[src/sv/kdpc_pkg.sv]
`default_nettype none

package kdpc_pkg;

  localparam int TICK_W      = 16;
  localparam int MASK_W      = 8;
  localparam int CFG_INDEX_W = 8;
  localparam int CFG_DATA_W  = 16;

  // Register indexes on the configuration port
  typedef enum logic [CFG_INDEX_W-1:0] {
    REG_PRESS_LEVEL    = 8'd0,
    REG_DEBOUNCE_TICKS = 8'd1,
    REG_SHORT_MAX      = 8'd2,
    REG_LONG_MIN       = 8'd3
  } reg_index_t;

  // Reset values of the registers
  localparam logic              RST_PRESS_LEVEL = 1'b0;
  localparam logic [TICK_W-1:0] RST_DEBOUNCE    = 16'd2;
  localparam logic [TICK_W-1:0] RST_SHORT_MAX   = 16'd50;
  localparam logic [TICK_W-1:0] RST_LONG_MIN    = 16'd100;

  typedef struct packed {
    logic              press_level;
    logic [TICK_W-1:0] debounce_ticks;
    logic [TICK_W-1:0] short_max_ticks;
    logic [TICK_W-1:0] long_min_ticks;
  } kdpc_cfg_t;

  // Release classification of one key on one tick
  typedef struct packed {
    logic short_hit;
    logic normal_hit;
    logic long_hit;
  } key_evt_t;

endpackage

`default_nettype wire

[src/sv/key_debounce_press_classifier_core.sv]
// A result is registered in the output stage, or in the skid stage while the output stalls.
// Throughput: one item per cycle while the skid stage is empty; every key lane steps in parallel on each accepted item.
// A two-entry output stage (register plus skid) lets one more item be taken while a result waits.
// Reset (synchronous, rst high): every key idle with a zero tick count,
// registers at 0 / 2 / 50 / 100, output stages empty.
`default_nettype none

module key_debounce_press_classifier_core
  import kdpc_pkg::*;
#(
  parameter int NUM_KEYS = 8
) (
  input  wire logic                   clk,
  input  wire logic                   rst,
  input  wire logic                   cfg_valid,
  output logic                        cfg_ready,
  input  wire logic [CFG_INDEX_W-1:0] cfg_index,
  input  wire logic [CFG_DATA_W-1:0]  cfg_data,
  input  wire logic                   in_valid,
  output logic                        in_ready,
  input  wire logic [MASK_W-1:0]      pin_levels,
  output logic                        out_valid,
  input  wire logic                   out_ready,
  output logic [MASK_W-1:0]           short_events,
  output logic [MASK_W-1:0]           normal_events,
  output logic [MASK_W-1:0]           long_events
);

  // Keys above the eighth see no pin and report outside the masks,
  // so only the visible ones get a lane.
  localparam int LANES = (NUM_KEYS < MASK_W) ? NUM_KEYS : MASK_W;

  kdpc_cfg_t cfg;
  key_evt_t  evts [LANES];
  logic      take;

  assign cfg_ready = 1'b1;
  assign take      = in_valid && in_ready;

  // Configuration registers; unknown indexes are dropped
  always_ff @(posedge clk) begin
    if (rst) begin
      cfg.press_level     <= RST_PRESS_LEVEL;
      cfg.debounce_ticks  <= RST_DEBOUNCE;
      cfg.short_max_ticks <= RST_SHORT_MAX;
      cfg.long_min_ticks  <= RST_LONG_MIN;
    end else if (cfg_valid && cfg_ready) begin
      unique case (cfg_index)
        REG_PRESS_LEVEL:    cfg.press_level     <= cfg_data[0];
        REG_DEBOUNCE_TICKS: cfg.debounce_ticks  <= cfg_data[TICK_W-1:0];
        REG_SHORT_MAX:      cfg.short_max_ticks <= cfg_data[TICK_W-1:0];
        REG_LONG_MIN:       cfg.long_min_ticks  <= cfg_data[TICK_W-1:0];
        default: ;
      endcase
    end
  end

  // One lane per visible key
  for (genvar k = 0; k < LANES; k++) begin : g_lane
    kdpc_lane u_lane (
      .clk     (clk),
      .rst     (rst),
      .advance (take),
      .level   (pin_levels[k]),
      .cfg     (cfg),
      .evt     (evts[k])
    );
  end

  kdpc_merge #(
    .LANES (LANES)
  ) u_merge (
    .clk         (clk),
    .rst         (rst),
    .take        (take),
    .evts        (evts),
    .room        (in_ready),
    .res_valid   (out_valid),
    .res_ready   (out_ready),
    .short_mask  (short_events),
    .normal_mask (normal_events),
    .long_mask   (long_events)
  );

endmodule

`default_nettype wire

[src/sv/kdpc_lane.sv]
`default_nettype none

module kdpc_lane
  import kdpc_pkg::*;
(
  input  wire logic      clk,
  input  wire logic      rst,
  input  wire logic      advance,
  input  wire logic      level,
  input  wire kdpc_cfg_t cfg,
  output key_evt_t       evt
);

  typedef enum logic [1:0] {
    PH_IDLE    = 2'd0,
    PH_FIRST   = 2'd1,
    PH_FILTER  = 2'd2,
    PH_PRESSED = 2'd3
  } phase_t;

  phase_t            phase;
  logic [TICK_W-1:0] ticks;
  logic              pressed;

  assign pressed = (level == cfg.press_level);

  // Classify on release from the pressed phase; short test first
  always_comb begin
    evt = '0;
    if (phase == PH_PRESSED && !pressed) begin
      if (ticks < cfg.short_max_ticks) begin
        evt.short_hit = 1'b1;
      end else if (ticks > cfg.long_min_ticks) begin
        evt.long_hit = 1'b1;
      end else begin
        evt.normal_hit = 1'b1;
      end
    end
  end

  // Per-key phase machine and tick counter, stepped once per item
  always_ff @(posedge clk) begin
    if (rst) begin
      phase <= PH_IDLE;
      ticks <= '0;
    end else if (advance) begin
      unique case (phase)
        PH_IDLE: begin
          if (pressed) begin
            phase <= PH_FIRST;
            ticks <= '0;
          end
        end
        PH_FIRST: begin
          phase <= pressed ? PH_FILTER : PH_IDLE;
        end
        PH_FILTER: begin
          // pin is not looked at while filtering
          if (ticks < cfg.debounce_ticks) begin
            ticks <= ticks + 1'b1;
          end else begin
            phase <= PH_PRESSED;
            ticks <= '0;
          end
        end
        PH_PRESSED: begin
          if (pressed) begin
            if (ticks != '1) ticks <= ticks + 1'b1;
          end else begin
            phase <= PH_IDLE;
          end
        end
        default: begin
          phase <= PH_IDLE;
        end
      endcase
    end
  end

endmodule

`default_nettype wire

[src/sv/kdpc_merge.sv]
`default_nettype none

module kdpc_merge
  import kdpc_pkg::*;
#(
  parameter int LANES = 8
) (
  input  wire logic        clk,
  input  wire logic        rst,
  input  wire logic        take,
  input  wire key_evt_t    evts [LANES],
  output logic             room,
  output logic             res_valid,
  input  wire logic        res_ready,
  output logic [MASK_W-1:0] short_mask,
  output logic [MASK_W-1:0] normal_mask,
  output logic [MASK_W-1:0] long_mask
);

  logic [MASK_W-1:0] s_next, n_next, l_next;
  logic [MASK_W-1:0] skid_s, skid_n, skid_l;
  logic              skid_valid;

  // Gather lane findings into the three masks
  always_comb begin
    s_next = '0;
    n_next = '0;
    l_next = '0;
    for (int k = 0; k < LANES; k++) begin
      s_next[k] = evts[k].short_hit;
      n_next[k] = evts[k].normal_hit;
      l_next[k] = evts[k].long_hit;
    end
  end

  assign room = !skid_valid;

  // Output register with a skid stage behind it
  always_ff @(posedge clk) begin
    if (rst) begin
      res_valid  <= 1'b0;
      skid_valid <= 1'b0;
    end else if (res_valid && !res_ready) begin
      if (take) begin
        skid_valid <= 1'b1;
        skid_s     <= s_next;
        skid_n     <= n_next;
        skid_l     <= l_next;
      end
    end else if (skid_valid) begin
      res_valid   <= 1'b1;
      skid_valid  <= 1'b0;
      short_mask  <= skid_s;
      normal_mask <= skid_n;
      long_mask   <= skid_l;
    end else begin
      res_valid <= take;
      if (take) begin
        short_mask  <= s_next;
        normal_mask <= n_next;
        long_mask   <= l_next;
      end
    end
  end

endmodule

`default_nettype wire

[config.mk]
export PLATFORM = sky130hd
export DESIGN_NAME = key_debounce_press_classifier_core
export DESIGN_NICKNAME = d
export VERILOG_FILES = /design/src/sv/kdpc_pkg.sv /design/src/sv/key_debounce_press_classifier_core.sv /design/src/sv/kdpc_lane.sv /design/src/sv/kdpc_merge.sv
export SDC_FILE = /design/constraint.sdc
export NUM_CORES = 1
export LEC_CHECK = 0
export ABC_AREA = 1
export BUFFER_PORTS_ARGS = -buffer_cell sky130_fd_sc_hd__buf_2
export CORE_MARGIN = 10
export CORE_UTILIZATION = 65
export DETAILED_ROUTE_END_ITERATION = 10
export GPL_TIMING_DRIVEN = 0
export PLACE_DENSITY = 0.85
export SYNTH_ARGS = -nofsm -noshare
export SYNTH_HDL_FRONTEND = slang
export SYNTH_SLANG_ARGS = --single-unit
[constraint.sdc]
create_clock -name clk -period 9.55 [get_ports clk]
set_clock_uncertainty 0.15 [all_clocks]
set_input_delay 1.91 -clock clk [delete_from_list [all_inputs] [get_ports clk]]
set_output_delay 1.91 -clock clk [all_outputs]
set_load 0.02 [all_outputs]
Word level (Yosys, flattened, before mapping). Index checks and enable logic that the tools add are counted. Widths: inputs -> output; s select.

Add/sub/neg operators: 8. $lt $le $gt $ge: 24. Equality and inequality tests: 83. Multiplexer cells: 127. Bitwise logic cells: 2. Reduce and logical (&&, ||, !) cells: 61.

Operators with widths (count): $mux 16 (32); $pmux 16 s3 (8); $lt 16x16->1 (16); $add 16x1->16 const B (8); $gt 16x16->1 (8); $ne 16x16->1 const B (8); $mux 2 (40); $pmux 2 s4 (8); $mux 8 (6); $ne 2x2->1 const B (24); $reduce_and 5->1 (8); $eq 2x2->1 const B (16); $ne 2x1->1 const B (16); $reduce_and 4->1 (8); $mux 1 (25); $mux 3 (8); $reduce_bool 3->1 (8); $eq 2x1->1 const B (8); $eq 8x2->1 const B (2); $logic_not 2->1 (8); $logic_and 1x1->1 (10); $logic_not 1->1 (10); $eq 1x1->1 (8); $eq 8x1->1 const B (1); 6 further kinds (11).

Flip-flop bits (word level): 243. Bits of input ports: 37. Output and inout port bits: 27.

Longest topological paths before layout.
Depth after elaboration: 6. Gate-level depth with buffers: 14. Mapped depth without buffers: 14.

Hierarchy. Synthesis repeated with hierarchy kept, for this count alone.

Cell total of the unflattened synthesis: 3178. Area total of the unflattened synthesis: 22044.9 um^2.

By module, submodules not included: kdpc_lane at g_lane[1].u_lane ... (instances 6, cells each 338, area an instance 2228.4 um^2, sequential area each 360.3 um^2); kdpc_lane at g_lane[0].u_lane (instances 1, cells each 349, area an instance 2328.5 um^2, sequential area each 360.3 um^2); kdpc_lane at g_lane[7].u_lane (instances 1, cells each 363, area an instance 2306.0 um^2, sequential area each 360.3 um^2); key_debounce_press_classifier_core (instances 1, cells each 298, area an instance 2158.3 um^2, sequential area each 980.9 um^2); kdpc_merge (instances 1, cells each 140, area an instance 1881.8 um^2, sequential area each 1481.4 um^2).

Least setup slack after synthesis. No wires, ideal clock.

Path kind: input-to-reg. Start point: input port rst. End point: register u_merge.skid_l[0] (enable). Setup time: 0.435 ns. Data arrival time: 4.360 ns. Data required time: 8.965 ns. Path slack: 4.605 ns. Stages: 5. Cell sequence: inv_1 -> buf_2 -> clkbuf_1 -> nand2_1 -> nor3_1.

Longest elaborated chain between the ends: 2.

RTL lines: from (decl) (line key_debounce_press_classifier_core.sv:14) `input wire logic rst,`; $not 1->1 (no source line); $reduce_and 3->1 (no source line); to (signal assigned) (line kdpc_merge.sv:48) `skid_l <= l_next;`; to (decl) (line kdpc_merge.sv:21) `logic [MASK_W-1:0] skid_s, skid_n, skid_l;`.

Every way passes these cells. A chain may end at the register's enable or synchronous reset.

Worst setup path in the final report. Same ends and word-level chain as after synthesis.

==> impl_metrics.prom <==
# TYPE chip_impl_metric gauge
chip_impl_metric{name="placedInstanceArea",unit="um2"} 20900
chip_impl_metric{name="place_inst",unit=""} 3256
chip_impl_metric{name="synth_cell_type_count",unit=""} 45
chip_impl_metric{name="syn2layout_area_growth",unit="%"} 8.87
chip_impl_metric{name="clk_latency",unit="ps"} 590
chip_impl_metric{name="post_drt_wl_per_cell",unit="um"} 19.5
chip_impl_info{name="run_status",value="finished clean"} 1
chip_impl_metric{name="num-nets-final",unit=""} 3303
chip_impl_info{name="worst-setup-path-type",value="primary input to flip-flop"} 1
chip_impl_metric{name="final_core_util",unit=""} 0.714
chip_impl_metric{name="h-tree-depth",unit=""} 1
chip_impl_metric{name="period_minus_slack",unit="ps"} 4400
chip_impl_metric{name="finalSetupViolCount",unit=""} 0
chip_impl_info{name="synth.largest_area_cell",value="sky130_fd_sc_hd__ha_1"} 1
chip_impl_metric{name="worst-slew-pin-transition",unit="ps"} 1260
chip_impl_info{name="clk_root_buffer_cell",value="sky130_fd_sc_hd__clkbuf_16"} 1
chip_impl_metric{name="post_synth_edffs",unit=""} 48
chip_impl_info{name="synth.most_common_cell",value="sky130_fd_sc_hd__nand2_1"} 1
chip_impl_metric{name="p_leak",unit="nW"} 10.8
chip_impl_metric{name="diodes",unit=""} 0
chip_impl_metric{name="antenna_found_initial",unit=""} 0
chip_impl_metric{name="synth-compound-area-share",unit=""} 0.102
chip_impl_info{name="worstSetupStartpointType",value="primary input"} 1
chip_impl_metric{name="drt_iter0_markers",unit=""} 2043
chip_impl_metric{name="route.detailed.drc",unit=""} 0
chip_impl_metric{name="grt_start_max_net_pins",unit=""} 16
chip_impl_metric{name="drive_gt1_frac",unit=""} 0.0622
chip_impl_metric{name="hold_slack",unit="ps"} 337
chip_impl_metric{name="max_clock_freq",unit="MHz"} 227
chip_impl_metric{name="wire_length_of_the_first_global_routing_pass",unit="mm"} 99.8
chip_impl_metric{name="dieArea",unit="um2"} 38200
chip_impl_metric{name="setup_slack",unit="ps"} 5150
chip_impl_metric{name="boundaryPins",unit=""} 64
chip_impl_metric{name="post_cts.resized_instances",unit=""} 0
chip_impl_metric{name="drtPass1Iterations",unit=""} 6
chip_impl_info{name="crit_path_end_kind",value="flip-flop"} 1
chip_impl_metric{name="placement.io_buffers",unit=""} 62
chip_impl_metric{name="gp_congestion",unit=""} 0.994
chip_impl_info{name="worst_hold_path_class",value="flip-flop to flip-flop"} 1
chip_impl_metric{name="cp_max_fo",unit=""} 11
chip_impl_metric{name="path_clk_slew",unit="ps"} 60
chip_impl_metric{name="syn_area_per_cell",unit="um2"} 7.16
chip_impl_metric{name="die_span_in_y",unit="um"} 195
chip_impl_metric{name="synth_simple_gate_area_frac",unit=""} 0.287
chip_impl_metric{name="setup.reg_to_reg.worst_slack",unit="ps"} 6700
chip_impl_metric{name="peakVddDrop",unit="uV"} 142
chip_impl_info{name="synth_area_leaders",value="sky130_fd_sc_hd__ha_1 24%, sky130_fd_sc_hd__dfxtp_1 20%, sky130_fd_sc_hd__nand2_1 13%"} 1
chip_impl_metric{name="routed_wirelength",unit="mm"} 64.7
chip_impl_info{name="rsz0062_at_grt",value="no"} 1
chip_impl_metric{name="post_synth_xor_area_fraction",unit=""} 0.0315
chip_impl_metric{name="cts-root-to-sink-buffers",unit=""} 3
chip_impl_metric{name="totalPowerFinal",unit="mW"} 2.34
chip_impl_metric{name="die_width",unit="um"} 195
chip_impl_metric{name="syn-instance-count",unit=""} 2794
chip_impl_metric{name="max-cap-violations",unit=""} 0
chip_impl_metric{name="cp_data_required_time",unit="ps"} 9660
chip_impl_metric{name="initial_standard_cell_utilization_of_the_core",unit=""} 0.656
chip_impl_metric{name="cts_made_buffers",unit=""} 28
chip_impl_info{name="synth_top_family_by_area",value="simple AND/OR/NAND/NOR gates"} 1
chip_impl_metric{name="postSynth.asyncResetShare",unit=""} 0
chip_impl_info{name="synth_commonest_cells",value="695 x sky130_fd_sc_hd__nand2_1, 376 x sky130_fd_sc_hd__ha_1, 353 x sky130_fd_sc_hd__nor2_1"} 1
chip_impl_metric{name="global_route.usage.total",unit=""} 0.324
chip_impl_metric{name="final.period_utilization",unit=""} 0.461
chip_impl_metric{name="synth-adder-area-share",unit=""} 0.235
chip_impl_metric{name="power-per-cell-area",unit="nW/um2"} 107
chip_impl_metric{name="synth_top_area_share",unit=""} 0.235
chip_impl_metric{name="ys.warnings.count",unit=""} 0
chip_impl_metric{name="yosys_register_bits",unit=""} 243
chip_impl_metric{name="dpl_worst_slack",unit="ps"} 4720
chip_impl_metric{name="avgViaCountPerCell",unit=""} 6.04
chip_impl_metric{name="hold_viol_final",unit=""} 0
chip_impl_metric{name="worst_slew_margin_rel",unit=""} 0.158
chip_impl_metric{name="finish.instance_area",unit="um2"} 21800
chip_impl_metric{name="synthesized_nets",unit=""} 3207
chip_impl_metric{name="rows",unit=""} 64
chip_impl_info{name="synth_ff_type",value="sky130_fd_sc_hd__dfxtp_1"} 1
chip_impl_metric{name="post_synth_mux_area_share",unit=""} 0.00350
chip_impl_metric{name="vias_in_the_first_global_route",unit=""} 19000
chip_impl_metric{name="vias",unit=""} 20000
chip_impl_metric{name="filler_cell_count",unit=""} 2437
chip_impl_metric{name="final_cell_count_without_fillers",unit=""} 3308
chip_impl_metric{name="arrival",unit="ps"} 4510
chip_impl_metric{name="hpwlAfterDp",unit="mm"} 45.3
chip_impl_metric{name="ctsHoldBuffers",unit=""} 0
chip_impl_metric{name="design.core.area",unit="um2"} 30500
chip_impl_metric{name="drt.antenna.violating_nets",unit=""} 0
chip_impl_metric{name="grt_remaining_overflow",unit=""} 0
chip_impl_metric{name="post_route_setup_tns",unit="ps"} 0
chip_impl_metric{name="slew_viol_final",unit=""} 0
chip_impl_metric{name="post-cts-setup-buffers",unit=""} 0
chip_impl_metric{name="seq_area_frac_synth",unit=""} 0.267
chip_impl_metric{name="syn-cell-area",unit="um2"} 20000
chip_impl_info{name="cts_tree",value="done"} 1
chip_impl_metric{name="cts_sinks",unit=""} 243
## cells by family after synthesis
logic type	Yosys count
flops	243
mux	7
buf+inv	371
simple gates	1355
xor+xnor	69
compound gates	372
other cells	1
fa+ha+maj	376
## routing by layer
layer / share of wire / track usage
met5: 0 / 0
met2: 0.43 / 0.502
met3: 0.11 / 0.0711
met1: 0.38 / 0.385
met4: 0.088 / 0.252
## area by class of cell
type | count | area (um2) | area share
Clock buffer | 31 | 712 | 0.0327
Tap cell | 396 | 495 | 0.0227
Buffer | 37 | 205 | 0.00942
Multi-Input combinational cell | 2180 | 13200 | 0.606
Inverter | 334 | 1260 | 0.0580
Clock inverter | 21 | 203 | 0.00931
Sequential cell | 243 | 5350 | 0.245
Timing Repair Buffer | 66 | 355 | 0.0163
## registers in the layout (all words and copies together) (netlist names), named ones only
name,count
u_merge.skid_valid,1
u_merge.skid_n,8
u_merge.normal_mask,8
u_merge.short_mask,8
cfg,49
g_lane.u_lane.ticks,128
u_merge.skid_s,8
u_merge.res_valid,1
u_merge.skid_l,8
g_lane.u_lane.phase,8
u_merge.long_mask,8
## power by group
group	internal (mW)	switching, mW	leakage [nW]
Clock	0.600	0.481	0.444
Sequential	1.06	0.0155	2.03
Combinational	0.0545	0.128	8.29
Total	1.71	0.624	10.8
## cells in the final DEF (no fill, tap or decap), types with 6 or more instances in the layout
cell and instances:
sky130_fd_sc_hd__a211oi_1 10, sky130_fd_sc_hd__a21boi_0 6, sky130_fd_sc_hd__a21oi_1 210, sky130_fd_sc_hd__and2_1 9, sky130_fd_sc_hd__buf_2 70, sky130_fd_sc_hd__buf_6 11
sky130_fd_sc_hd__clkbuf_1 23, sky130_fd_sc_hd__clkbuf_16 28, sky130_fd_sc_hd__clkinv_2 6, sky130_fd_sc_hd__dfxtp_1 195, sky130_fd_sc_hd__edfxtp_1 48, sky130_fd_sc_hd__ha_1 376
sky130_fd_sc_hd__inv_1 325, sky130_fd_sc_hd__mux2i_1 7, sky130_fd_sc_hd__nand2_1 695, sky130_fd_sc_hd__nand2_2 17, sky130_fd_sc_hd__nand3_1 112, sky130_fd_sc_hd__nand3b_1 8
sky130_fd_sc_hd__nand4_1 64, sky130_fd_sc_hd__nor2_1 353, sky130_fd_sc_hd__nor3_1 51, sky130_fd_sc_hd__nor3_2 7, sky130_fd_sc_hd__nor3b_1 7, sky130_fd_sc_hd__nor4_1 12
sky130_fd_sc_hd__o211ai_1 14, sky130_fd_sc_hd__o21a_1 15, sky130_fd_sc_hd__o21ai_0 90, sky130_fd_sc_hd__o21bai_1 22, sky130_fd_sc_hd__xnor2_1 7, sky130_fd_sc_hd__xor2_1 60
## worst paths after layout
check,from,end,cells after the start
hold reg to reg,cfg[33]$_SDFFE_PP1P_,cfg[33]$_SDFFE_PP1P_,2
hold / removal,cfg[33]$_SDFFE_PP1P_,cfg[33]$_SDFFE_PP1P_,2
setup reg to reg,cfg[21]$_SDFFE_PP1P_,u_merge.short_mask[0]$_DFFE_PP_,11
setup / recovery,rst,u_merge.skid_l[0]$_DFFE_PP_,7
## critical path, cell delays in order
cell and delay [ps]:
sky130_fd_sc_hd__buf_2 150, sky130_fd_sc_hd__inv_1 360, sky130_fd_sc_hd__buf_2 580, sky130_fd_sc_hd__clkbuf_1 660, sky130_fd_sc_hd__nand2_1 210, sky130_fd_sc_hd__nor3_2 370, sky130_fd_sc_hd__buf_6 250
Note: power is estimated with default switching activity, not from simulation.
